===== src/design/kled_pkg.sv =====
// Shared types and constants for the key LED effect controller.
// No dependencies; used by kled_cell, kled_checker and the top level of the block.
package kled_pkg;

    localparam int LED_COUNT_DEFAULT = 3;

    localparam logic [7:0]  WHITE_LEVEL       = 8'h7f;
    localparam logic [7:0]  RAND_BASE         = 8'h6f;
    localparam logic [7:0]  RANDOM_STOP_LEVEL = 8'h0f;
    localparam logic [15:0] FADE_PERIOD_RESET = 16'd2;

    typedef enum logic [2:0] {
        OP_SET     = 3'd0,
        OP_ARM     = 3'd1,
        OP_PRESS   = 3'd2,
        OP_RELEASE = 3'd3,
        OP_FADE    = 3'd4
    } op_t;

    typedef enum logic [2:0] {
        MODE_OFF         = 3'd0,
        MODE_LIGHT_HELD  = 3'd1,
        MODE_WHITE_FADE  = 3'd2,
        MODE_RANDOM_FADE = 3'd3,
        MODE_DARK_HELD   = 3'd4
    } mode_t;

    typedef enum logic {
        CFG_EFFECT_MODE = 1'b0,
        CFG_FADE_PERIOD = 1'b1
    } cfg_index_t;

    typedef struct packed {
        logic [7:0] blue;
        logic [7:0] red;
        logic [7:0] green;
    } color_t;

    typedef struct packed {
        logic        take;
        op_t         op;
        mode_t       mode;
        logic        active;
        logic [15:0] fade_period;
        color_t      color;
        logic [5:0]  rand_blue;
        logic [5:0]  rand_red;
        logic [5:0]  rand_green;
    } cell_cmd_t;

endpackage


===== src/design/kled_if.sv =====
// Handshake channels of the key LED effect controller: events in, LED states out.
// No dependencies.
interface kled_in_if;
    logic       valid;
    logic       ready;
    logic [2:0] op;
    logic [1:0] key;
    logic [7:0] blue;
    logic [7:0] red;
    logic [7:0] green;
    logic [5:0] rand_blue;
    logic [5:0] rand_red;
    logic [5:0] rand_green;

    modport source (output valid, op, key, blue, red, green, rand_blue, rand_red, rand_green,
                    input ready);
    modport sink (input valid, op, key, blue, red, green, rand_blue, rand_red, rand_green,
                  output ready);
endinterface

interface kled_out_if;
    logic       valid;
    logic       ready;
    logic [7:0] led0_blue;
    logic [7:0] led0_red;
    logic [7:0] led0_green;
    logic [7:0] led1_blue;
    logic [7:0] led1_red;
    logic [7:0] led1_green;
    logic [7:0] led2_blue;
    logic [7:0] led2_red;
    logic [7:0] led2_green;
    logic       refresh;

    modport source (output valid, led0_blue, led0_red, led0_green, led1_blue, led1_red,
                    led1_green, led2_blue, led2_red, led2_green, refresh,
                    input ready);
    modport sink (input valid, led0_blue, led0_red, led0_green, led1_blue, led1_red,
                  led1_green, led2_blue, led2_red, led2_green, refresh,
                  output ready);
endinterface


===== src/design/keypress_led_effect_controller.sv =====
// Key LED effect controller: one event is accepted per cycle while the result register is
// empty or its result is taken, and the result (the colours of LEDs 0 to 2 and the refresh
// flag) appears in the single output register on the next cycle, where it is held until taken.
// Every event gives exactly one result. An event is taken while a result waits only if that
// result is taken in the same cycle. The user must write the effect mode and fade period
// through the configuration port only while no event is in flight (not enforced by the block).
// Depends on kled_pkg, kled_if and kled_cell.
module keypress_led_effect_controller
    import kled_pkg::*;
#(
    parameter int LED_COUNT = LED_COUNT_DEFAULT
)
(
    input  logic        clk,
    input  logic        rst_n,
    kled_in_if.sink     event_ch,
    kled_out_if.source  result_ch,
    input  logic        cfg_we,
    input  logic        cfg_index,
    input  logic [15:0] cfg_data
);

    localparam int OUT_LEDS = 3;

    logic [2:0]  mode_reg;
    logic [15:0] period_reg;
    logic        take;
    logic        key_ok;
    logic        refresh_next;
    logic        out_valid_reg;
    logic        refresh_reg;
    cell_cmd_t   cmd;
    color_t      shown_next [LED_COUNT];
    logic [LED_COUNT-1:0] fade_refresh;
    color_t      led_reg [OUT_LEDS];

    assign event_ch.ready = !out_valid_reg || result_ch.ready;
    assign take   = event_ch.valid && event_ch.ready;
    assign key_ok = 32'(event_ch.key) < LED_COUNT;

    always_comb
    begin
        cmd.take        = take;
        cmd.op          = op_t'(event_ch.op);
        cmd.mode        = mode_t'(mode_reg);
        cmd.active      = (mode_reg >= MODE_LIGHT_HELD) && (mode_reg <= MODE_DARK_HELD);
        cmd.fade_period = period_reg;
        cmd.color       = '{blue: event_ch.blue, red: event_ch.red, green: event_ch.green};
        cmd.rand_blue   = event_ch.rand_blue;
        cmd.rand_red    = event_ch.rand_red;
        cmd.rand_green  = event_ch.rand_green;
    end

    for (genvar k = 0; k < LED_COUNT; k++)
    begin : g_cell
        kled_cell u_cell (
            .clk          (clk),
            .rst_n        (rst_n),
            .cmd          (cmd),
            .hit          (32'(event_ch.key) == k),
            .shown_next   (shown_next[k]),
            .fade_refresh (fade_refresh[k])
        );
    end

    always_comb
    begin
        case (cmd.op)
            OP_ARM:
            begin
                refresh_next = cmd.active;
            end
            OP_PRESS:
            begin
                refresh_next = cmd.active && key_ok;
            end
            OP_RELEASE:
            begin
                refresh_next = key_ok && ((cmd.mode == MODE_LIGHT_HELD)
                    || (cmd.mode == MODE_DARK_HELD));
            end
            OP_FADE:
            begin
                refresh_next = |fade_refresh;
            end
            default:
            begin
                refresh_next = 1'b0;
            end
        endcase
    end

    always_ff @(posedge clk or negedge rst_n)
    begin
        if (!rst_n)
        begin
            mode_reg   <= MODE_OFF;
            period_reg <= FADE_PERIOD_RESET;
        end
        else if (cfg_we)
        begin
            case (cfg_index_t'(cfg_index))
                CFG_EFFECT_MODE:
                begin
                    mode_reg <= cfg_data[2:0];
                end
                default:
                begin
                    period_reg <= cfg_data;
                end
            endcase
        end
    end

    always_ff @(posedge clk or negedge rst_n)
    begin
        if (!rst_n)
        begin
            out_valid_reg <= 1'b0;
        end
        else if (take)
        begin
            out_valid_reg <= 1'b1;
        end
        else if (result_ch.ready)
        begin
            out_valid_reg <= 1'b0;
        end
    end

    for (genvar k = 0; k < OUT_LEDS; k++)
    begin : g_out
        if (k < LED_COUNT)
        begin : g_used
            always_ff @(posedge clk)
            begin
                if (take)
                begin
                    led_reg[k] <= shown_next[k];
                end
            end
        end
        else
        begin : g_unused
            always_ff @(posedge clk)
            begin
                led_reg[k] <= '0;
            end
        end
    end

    always_ff @(posedge clk)
    begin
        if (take)
        begin
            refresh_reg <= refresh_next;
        end
    end

    assign result_ch.valid      = out_valid_reg;
    assign result_ch.refresh    = refresh_reg;
    assign result_ch.led0_blue  = led_reg[0].blue;
    assign result_ch.led0_red   = led_reg[0].red;
    assign result_ch.led0_green = led_reg[0].green;
    assign result_ch.led1_blue  = led_reg[1].blue;
    assign result_ch.led1_red   = led_reg[1].red;
    assign result_ch.led1_green = led_reg[1].green;
    assign result_ch.led2_blue  = led_reg[2].blue;
    assign result_ch.led2_red   = led_reg[2].red;
    assign result_ch.led2_green = led_reg[2].green;

endmodule


===== src/design/kled_cell.sv =====
// State and next-state logic of one key LED: shown and saved colour, fade flag, countdown.
// Depends on kled_pkg.
module kled_cell
    import kled_pkg::*;
(
    input  logic      clk,
    input  logic      rst_n,
    input  cell_cmd_t cmd,
    input  logic      hit,
    output color_t    shown_next,
    output logic      fade_refresh
);

    color_t      shown_reg;
    color_t      saved_reg;
    color_t      saved_next;
    logic        fading_reg;
    logic        fading_next;
    logic [15:0] count_reg;
    logic [15:0] count_next;
    logic        stop;
    logic        fade_mode;

    always_comb
    begin
        stop      = 1'b0;
        fade_mode = 1'b0;
        case (cmd.mode)
            MODE_WHITE_FADE:
            begin
                fade_mode = 1'b1;
                stop = (shown_reg.blue == 8'd0) || (shown_reg.red == 8'd0)
                    || (shown_reg.green == 8'd0);
            end
            MODE_RANDOM_FADE:
            begin
                fade_mode = 1'b1;
                stop = (shown_reg.blue <= RANDOM_STOP_LEVEL)
                    || (shown_reg.red <= RANDOM_STOP_LEVEL)
                    || (shown_reg.green <= RANDOM_STOP_LEVEL);
            end
            default:
            begin
                fade_mode = 1'b0;
            end
        endcase
    end

    always_comb
    begin
        shown_next   = shown_reg;
        saved_next   = saved_reg;
        fading_next  = fading_reg;
        count_next   = count_reg;
        fade_refresh = 1'b0;
        if (cmd.take)
        begin
            case (cmd.op)
                OP_SET:
                begin
                    if (hit)
                    begin
                        shown_next = cmd.color;
                    end
                end
                OP_ARM:
                begin
                    if (cmd.active)
                    begin
                        saved_next = shown_reg;
                        if (cmd.mode != MODE_DARK_HELD)
                        begin
                            shown_next = '0;
                        end
                    end
                end
                OP_PRESS:
                begin
                    if (cmd.active && hit)
                    begin
                        case (cmd.mode)
                            MODE_LIGHT_HELD:
                            begin
                                shown_next = saved_reg;
                            end
                            MODE_WHITE_FADE:
                            begin
                                shown_next  = '{blue: WHITE_LEVEL, red: WHITE_LEVEL,
                                                green: WHITE_LEVEL};
                                fading_next = 1'b0;
                            end
                            MODE_RANDOM_FADE:
                            begin
                                shown_next.blue  = {2'b00, cmd.rand_blue} + RAND_BASE;
                                shown_next.red   = {2'b00, cmd.rand_red} + RAND_BASE;
                                shown_next.green = {2'b00, cmd.rand_green} + RAND_BASE;
                                fading_next      = 1'b0;
                            end
                            default:
                            begin
                                shown_next = '0;
                            end
                        endcase
                    end
                end
                OP_RELEASE:
                begin
                    if (cmd.active && hit)
                    begin
                        case (cmd.mode)
                            MODE_LIGHT_HELD:
                            begin
                                shown_next = '0;
                            end
                            MODE_DARK_HELD:
                            begin
                                shown_next = saved_reg;
                            end
                            default:
                            begin
                                fading_next = 1'b1;
                            end
                        endcase
                    end
                end
                OP_FADE:
                begin
                    if (fading_reg && fade_mode)
                    begin
                        if (stop)
                        begin
                            fading_next  = 1'b0;
                            shown_next   = '0;
                            fade_refresh = 1'b1;
                        end
                        else if (count_reg != 16'd0)
                        begin
                            count_next = count_reg - 16'd1;
                        end
                        else
                        begin
                            count_next       = cmd.fade_period;
                            shown_next.blue  = shown_reg.blue - 8'd1;
                            shown_next.red   = shown_reg.red - 8'd1;
                            shown_next.green = shown_reg.green - 8'd1;
                            fade_refresh     = 1'b1;
                        end
                    end
                end
                default:
                begin
                    shown_next = shown_reg;
                end
            endcase
        end
    end

    always_ff @(posedge clk or negedge rst_n)
    begin
        if (!rst_n)
        begin
            shown_reg  <= '0;
            saved_reg  <= '0;
            fading_reg <= 1'b0;
            count_reg  <= FADE_PERIOD_RESET;
        end
        else
        begin
            shown_reg  <= shown_next;
            saved_reg  <= saved_next;
            fading_reg <= fading_next;
            count_reg  <= count_next;
        end
    end

endmodule


===== src/flat_wrapper.sv =====
// flat-port wrapper written by rule: the top's interface ports become plain ports
module keypress_led_effect_controller_flat import kled_pkg::*;
#(
    parameter int LED_COUNT = LED_COUNT_DEFAULT
)
  (clk, rst_n, cfg_we, cfg_index, cfg_data, event_ch_valid, event_ch_op, event_ch_key, event_ch_blue, event_ch_red, event_ch_green, event_ch_rand_blue, event_ch_rand_red, event_ch_rand_green, event_ch_ready, result_ch_valid, result_ch_led0_blue, result_ch_led0_red, result_ch_led0_green, result_ch_led1_blue, result_ch_led1_red, result_ch_led1_green, result_ch_led2_blue, result_ch_led2_red, result_ch_led2_green, result_ch_refresh, result_ch_ready);
  kled_in_if event_ch_i ();
  kled_out_if result_ch_i ();
  input  logic clk;
  input  logic rst_n;
  input  logic cfg_we;
  input  logic cfg_index;
  input  logic [15:0] cfg_data;
  input wire logic [$bits(event_ch_i.valid)-1:0] event_ch_valid;
  input wire logic [$bits(event_ch_i.op)-1:0] event_ch_op;
  input wire logic [$bits(event_ch_i.key)-1:0] event_ch_key;
  input wire logic [$bits(event_ch_i.blue)-1:0] event_ch_blue;
  input wire logic [$bits(event_ch_i.red)-1:0] event_ch_red;
  input wire logic [$bits(event_ch_i.green)-1:0] event_ch_green;
  input wire logic [$bits(event_ch_i.rand_blue)-1:0] event_ch_rand_blue;
  input wire logic [$bits(event_ch_i.rand_red)-1:0] event_ch_rand_red;
  input wire logic [$bits(event_ch_i.rand_green)-1:0] event_ch_rand_green;
  output wire logic [$bits(event_ch_i.ready)-1:0] event_ch_ready;
  output wire logic [$bits(result_ch_i.valid)-1:0] result_ch_valid;
  output wire logic [$bits(result_ch_i.led0_blue)-1:0] result_ch_led0_blue;
  output wire logic [$bits(result_ch_i.led0_red)-1:0] result_ch_led0_red;
  output wire logic [$bits(result_ch_i.led0_green)-1:0] result_ch_led0_green;
  output wire logic [$bits(result_ch_i.led1_blue)-1:0] result_ch_led1_blue;
  output wire logic [$bits(result_ch_i.led1_red)-1:0] result_ch_led1_red;
  output wire logic [$bits(result_ch_i.led1_green)-1:0] result_ch_led1_green;
  output wire logic [$bits(result_ch_i.led2_blue)-1:0] result_ch_led2_blue;
  output wire logic [$bits(result_ch_i.led2_red)-1:0] result_ch_led2_red;
  output wire logic [$bits(result_ch_i.led2_green)-1:0] result_ch_led2_green;
  output wire logic [$bits(result_ch_i.refresh)-1:0] result_ch_refresh;
  input wire logic [$bits(result_ch_i.ready)-1:0] result_ch_ready;
  assign event_ch_i.valid = event_ch_valid;
  assign event_ch_i.op = event_ch_op;
  assign event_ch_i.key = event_ch_key;
  assign event_ch_i.blue = event_ch_blue;
  assign event_ch_i.red = event_ch_red;
  assign event_ch_i.green = event_ch_green;
  assign event_ch_i.rand_blue = event_ch_rand_blue;
  assign event_ch_i.rand_red = event_ch_rand_red;
  assign event_ch_i.rand_green = event_ch_rand_green;
  assign event_ch_ready = event_ch_i.ready;
  assign result_ch_valid = result_ch_i.valid;
  assign result_ch_led0_blue = result_ch_i.led0_blue;
  assign result_ch_led0_red = result_ch_i.led0_red;
  assign result_ch_led0_green = result_ch_i.led0_green;
  assign result_ch_led1_blue = result_ch_i.led1_blue;
  assign result_ch_led1_red = result_ch_i.led1_red;
  assign result_ch_led1_green = result_ch_i.led1_green;
  assign result_ch_led2_blue = result_ch_i.led2_blue;
  assign result_ch_led2_red = result_ch_i.led2_red;
  assign result_ch_led2_green = result_ch_i.led2_green;
  assign result_ch_refresh = result_ch_i.refresh;
  assign result_ch_i.ready = result_ch_ready;
  keypress_led_effect_controller #(.LED_COUNT(LED_COUNT)) u_core (.clk(clk), .rst_n(rst_n), .event_ch(event_ch_i), .result_ch(result_ch_i), .cfg_we(cfg_we), .cfg_index(cfg_index), .cfg_data(cfg_data));
endmodule

===== config.mk =====
export PLATFORM = sky130hd
export DESIGN_NAME = keypress_led_effect_controller_flat
export DESIGN_NICKNAME = d
export VERILOG_FILES = /design/src/design/kled_pkg.sv /design/src/design/kled_if.sv /design/src/design/keypress_led_effect_controller.sv /design/src/design/kled_cell.sv /design/src/flat_wrapper.sv
export SDC_FILE = /design/constraint.sdc
export NUM_CORES = 1
export LEC_CHECK = 0
export ABC_AREA = 1
export BUFFER_PORTS_ARGS = -buffer_cell sky130_fd_sc_hd__buf_2
export CELL_PAD_IN_SITES_DETAIL_PLACEMENT = 0
export CELL_PAD_IN_SITES_GLOBAL_PLACEMENT = 1
export CORE_AREA = 2 2 227 285
export DETAILED_ROUTE_END_ITERATION = 10
export DIE_AREA = 0 0 229 287
export GPL_ROUTABILITY_DRIVEN = 0
export GPL_TIMING_DRIVEN = 1
export PLACE_DENSITY = 0.69
export SLEW_MARGIN = 40
export SYNTH_ARGS = -nofsm -noshare
export SYNTH_HDL_FRONTEND = slang
export SYNTH_SLANG_ARGS = --single-unit

===== constraint.sdc =====
create_clock -name clk -period 3.3 [get_ports clk]
set_input_delay 0.33 -clock clk [delete_from_list [all_inputs] [get_ports clk]]
set_output_delay 0.33 -clock clk [all_outputs]
set_load 0.03 [all_outputs]

==> results.yml <==
floorplan:
  start_util: 0.298
  die_area_sq_um: 65700
  die_h_um: 287
  ios: 144
  rows: 103
  core_region_area_sq_um: 62900
  dieWidth_um: 229
clock_tree:
  clock_latency_ps: 560
  clockBufferDepth: 3
  cts_root_buf: "clkbuf_16"
  ctsResizeCount: 0
  h-tree-depth: 2
  clkSinkCount: 288
  cts_tree: "yes"
  cts_buffers: 36
  clkTransAtPathRegs_ps: 60
timing:
  fin_setup_tns_ps: 0
  max_slew.worst_pin.slew_ps: 893
  fin_crit_ps: 2890
  fin_crit_sh: 0.875
  fin_hold_ws_ps: 25.9
  relSlewSlack: 0.398
  drv_slew: 0
  hold_viol_final: 0
  finClkSkew_ps: 26.7
  rsz0062_at_grt: "false"
  setup_viol: 0
  max_freq_ghz: 0.346
grt:
  antenna_found_initial: 5
  grt_max_degree: 96
  overflow: 0
  grtUsageTotal: 0.237
  grt_pass1_vias: 18200
  grt_pass1_wl_um: 118000
synthesis:
  ys_ff_latch: 288
  synth_ff_type: "dfrtp_1"
  yosys.area.top_type_share: 0.282
  synthArstFlopShare: 0.747
  synth.largest_area_cell: "dfrtp_1"
  syn_area_sq_um: 18700
  ys_seq_area_frac: 0.404
  synth_common_cells: "nand2_1, nor2_1, o21ai_0"
  syn-num-nets: 2716
  netlist-cell-type-count: 53
  syn_inst: 2623
  yosysMostFrequentCell: "nand2_1"
  syn_avg_cell_area_sq_um: 7.14
  yosys_warnings: 0
  synth-edff-count: 73
  synthTopCellsByArea: "dfrtp_1, nand2_1, edfxtp_1"
setup_path:
  path_class: "reg -> reg"
  cp-end-kind: "flip-flop"
  arrival_ps: 3230
  endpoint: "u_core.led_reg[0][11]"
  r2r_start: "u_core.g_cell[0].u_cell.count_reg[0]"
  reg2reg_slack_ps: 410
  startpoint: "u_core.g_cell[0].u_cell.count_reg[0]"
  crit_path_start_kind: "flip-flop"
  worstPathRequired_ps: 3640
  reg2reg_depth: 10
  crit_fanout: 8
  rr_endpoint: "u_core.led_reg[0][11]"
final_layout:
  syn_to_final_growth_pct: 15.8
  layout.area.seq_sq_um: 7580
  nNetsFinal: 2866
  drive_gt1_frac: 0.138
  fin_cells: 3641
  post-route-cell-area_sq_um: 21700
  fillerInstances: 6885
  multiInputGateArea_sq_um: 9560
power_and_ir_drop:
  power_mw: 12.2
  power.density_nw_per_um2: 563
  ir_drop_mv: 0.339
  leakagePower_nw: 10.0
detailed_routing:
  first_pass_iters: 8
  wire_per_inst_um: 21.9
  vias: 19100
  drc: 0
  first_iter_violations: 1872
  vias_per_cell: 5.25
  routed_wl_um: 79700
  ant_nets: 0
job:
  cap_violations: 0
outcome:
  status: "completed"
placed_design:
  hpwl_um: 60100
  dp.cells: 3572
  portBuffers: 143
  postPlaceCellArea_sq_um: 20500
min_path:
  hold_class: "in -> reg"
-- layout make-up --
type / count / share of cell area
timing repair buffer: 211 / 0.0600
multi-input combinational: 1950 / 0.440
clock inverter: 15 / 0.00571
sequential: 288 / 0.349
clock buffer: 49 / 0.0461
tap: 840 / 0.0484
antenna: 2 / 0.000231
inverter: 286 / 0.0499
-- critical path, stage by stage, from the launching register on --
cell and delay (ps):
dfrtp_1 380, inv_1 110, ha_1 190, nand2_1 140
nor2_2 190, nand4_2 450, inv_1 540, nand2_1 120
xor2_1 160, nand2_1 70, a21oi_1 310
-- stage by stage --
stage	worst slack, ps	utilization
after global routing	212	0.345
after floorplan	250	-
after detailed placement	459	0.326
after CTS	432	0.344
final	413	0.345
after global placement	538	0.326
-- repair_timing --
item,CTS,global route
endpoints found under the setup margin,0,0
buffers inserted,0,0
hold buffers,2,0
endpoints found under the hold margin,79,0
-- where the power goes --
part           switching (mW)  internal [mW]  leakage [nW]
sequential              0.746           4.42          3.29
clock                    1.64           2.28         0.548
combinational            2.23          0.915          6.17
total                    4.61           7.61          10.0
-- placed cells by master, fill, tap and decap left out, drive strengths merged --
cell type and count:
a211oi 1, a21oi 162, a22oi 2, a31oi 11, buf 209, bufinv 2
clkbuf 49, clkinv 15, clkinvlp 2, dfrtp 211, dfstp 4, diode 2
dlygate4sd3 2, edfxtp 73, ha 24, inv 282, mux2 4, mux2i 1
nand2 740, nand3 204, nand3b 2, nand4 47, nor2 327, nor3 34
nor3b 6, nor4 4, o2111ai 6, o211ai 28, o21ai 274, o22ai 15
o31ai 3, or2 2, xnor2 4, xor2 49
-- metal layers --
layer / track usage / vias up / share of wire
li1: - / 8904 / -
met1: 0.298 / 9100 / 0.41
met2: 0.389 / 865 / 0.46
met3: 0.0388 / 227 / 0.069
met4: 0.131 / 10 / 0.063
met5: 0 / - / 0.00072
-- worst min path at each step --
stage	start	to	slack [ps]	cells past startpoint
after floorplan	rst_n	u_core.g_cell[0].u_cell.count_reg[0]	30	0
after global placement	rst_n	u_core.g_cell[2].u_cell.shown_reg[15]	400	1
after detailed placement	rst_n	u_core.g_cell[2].u_cell.shown_reg[15]	400	1
after CTS	cfg_data[12]	u_core.period_reg[12]	3	2
after global routing	cfg_data[14]	u_core.period_reg[14]	20	2
final	cfg_data[12]	u_core.period_reg[12]	30	2
-- cell families (layout without fill, tap and decap cells) --
group | count (synthesis) | in the layout | synth area share
compound gates | 502 | 502 | 0.144
xor+xnor | 53 | 53 | 0.0248
fa+ha+maj | 24 | 24 | 0.0160
buf+inv | 385 | 561 | 0.0862
flops | 288 | 288 | 0.404
mux | 5 | 5 | 0.00294
other cells | 0 | 2 | 0
simple gates | 1366 | 1366 | 0.322
Power figures use the tool's default switching activity.
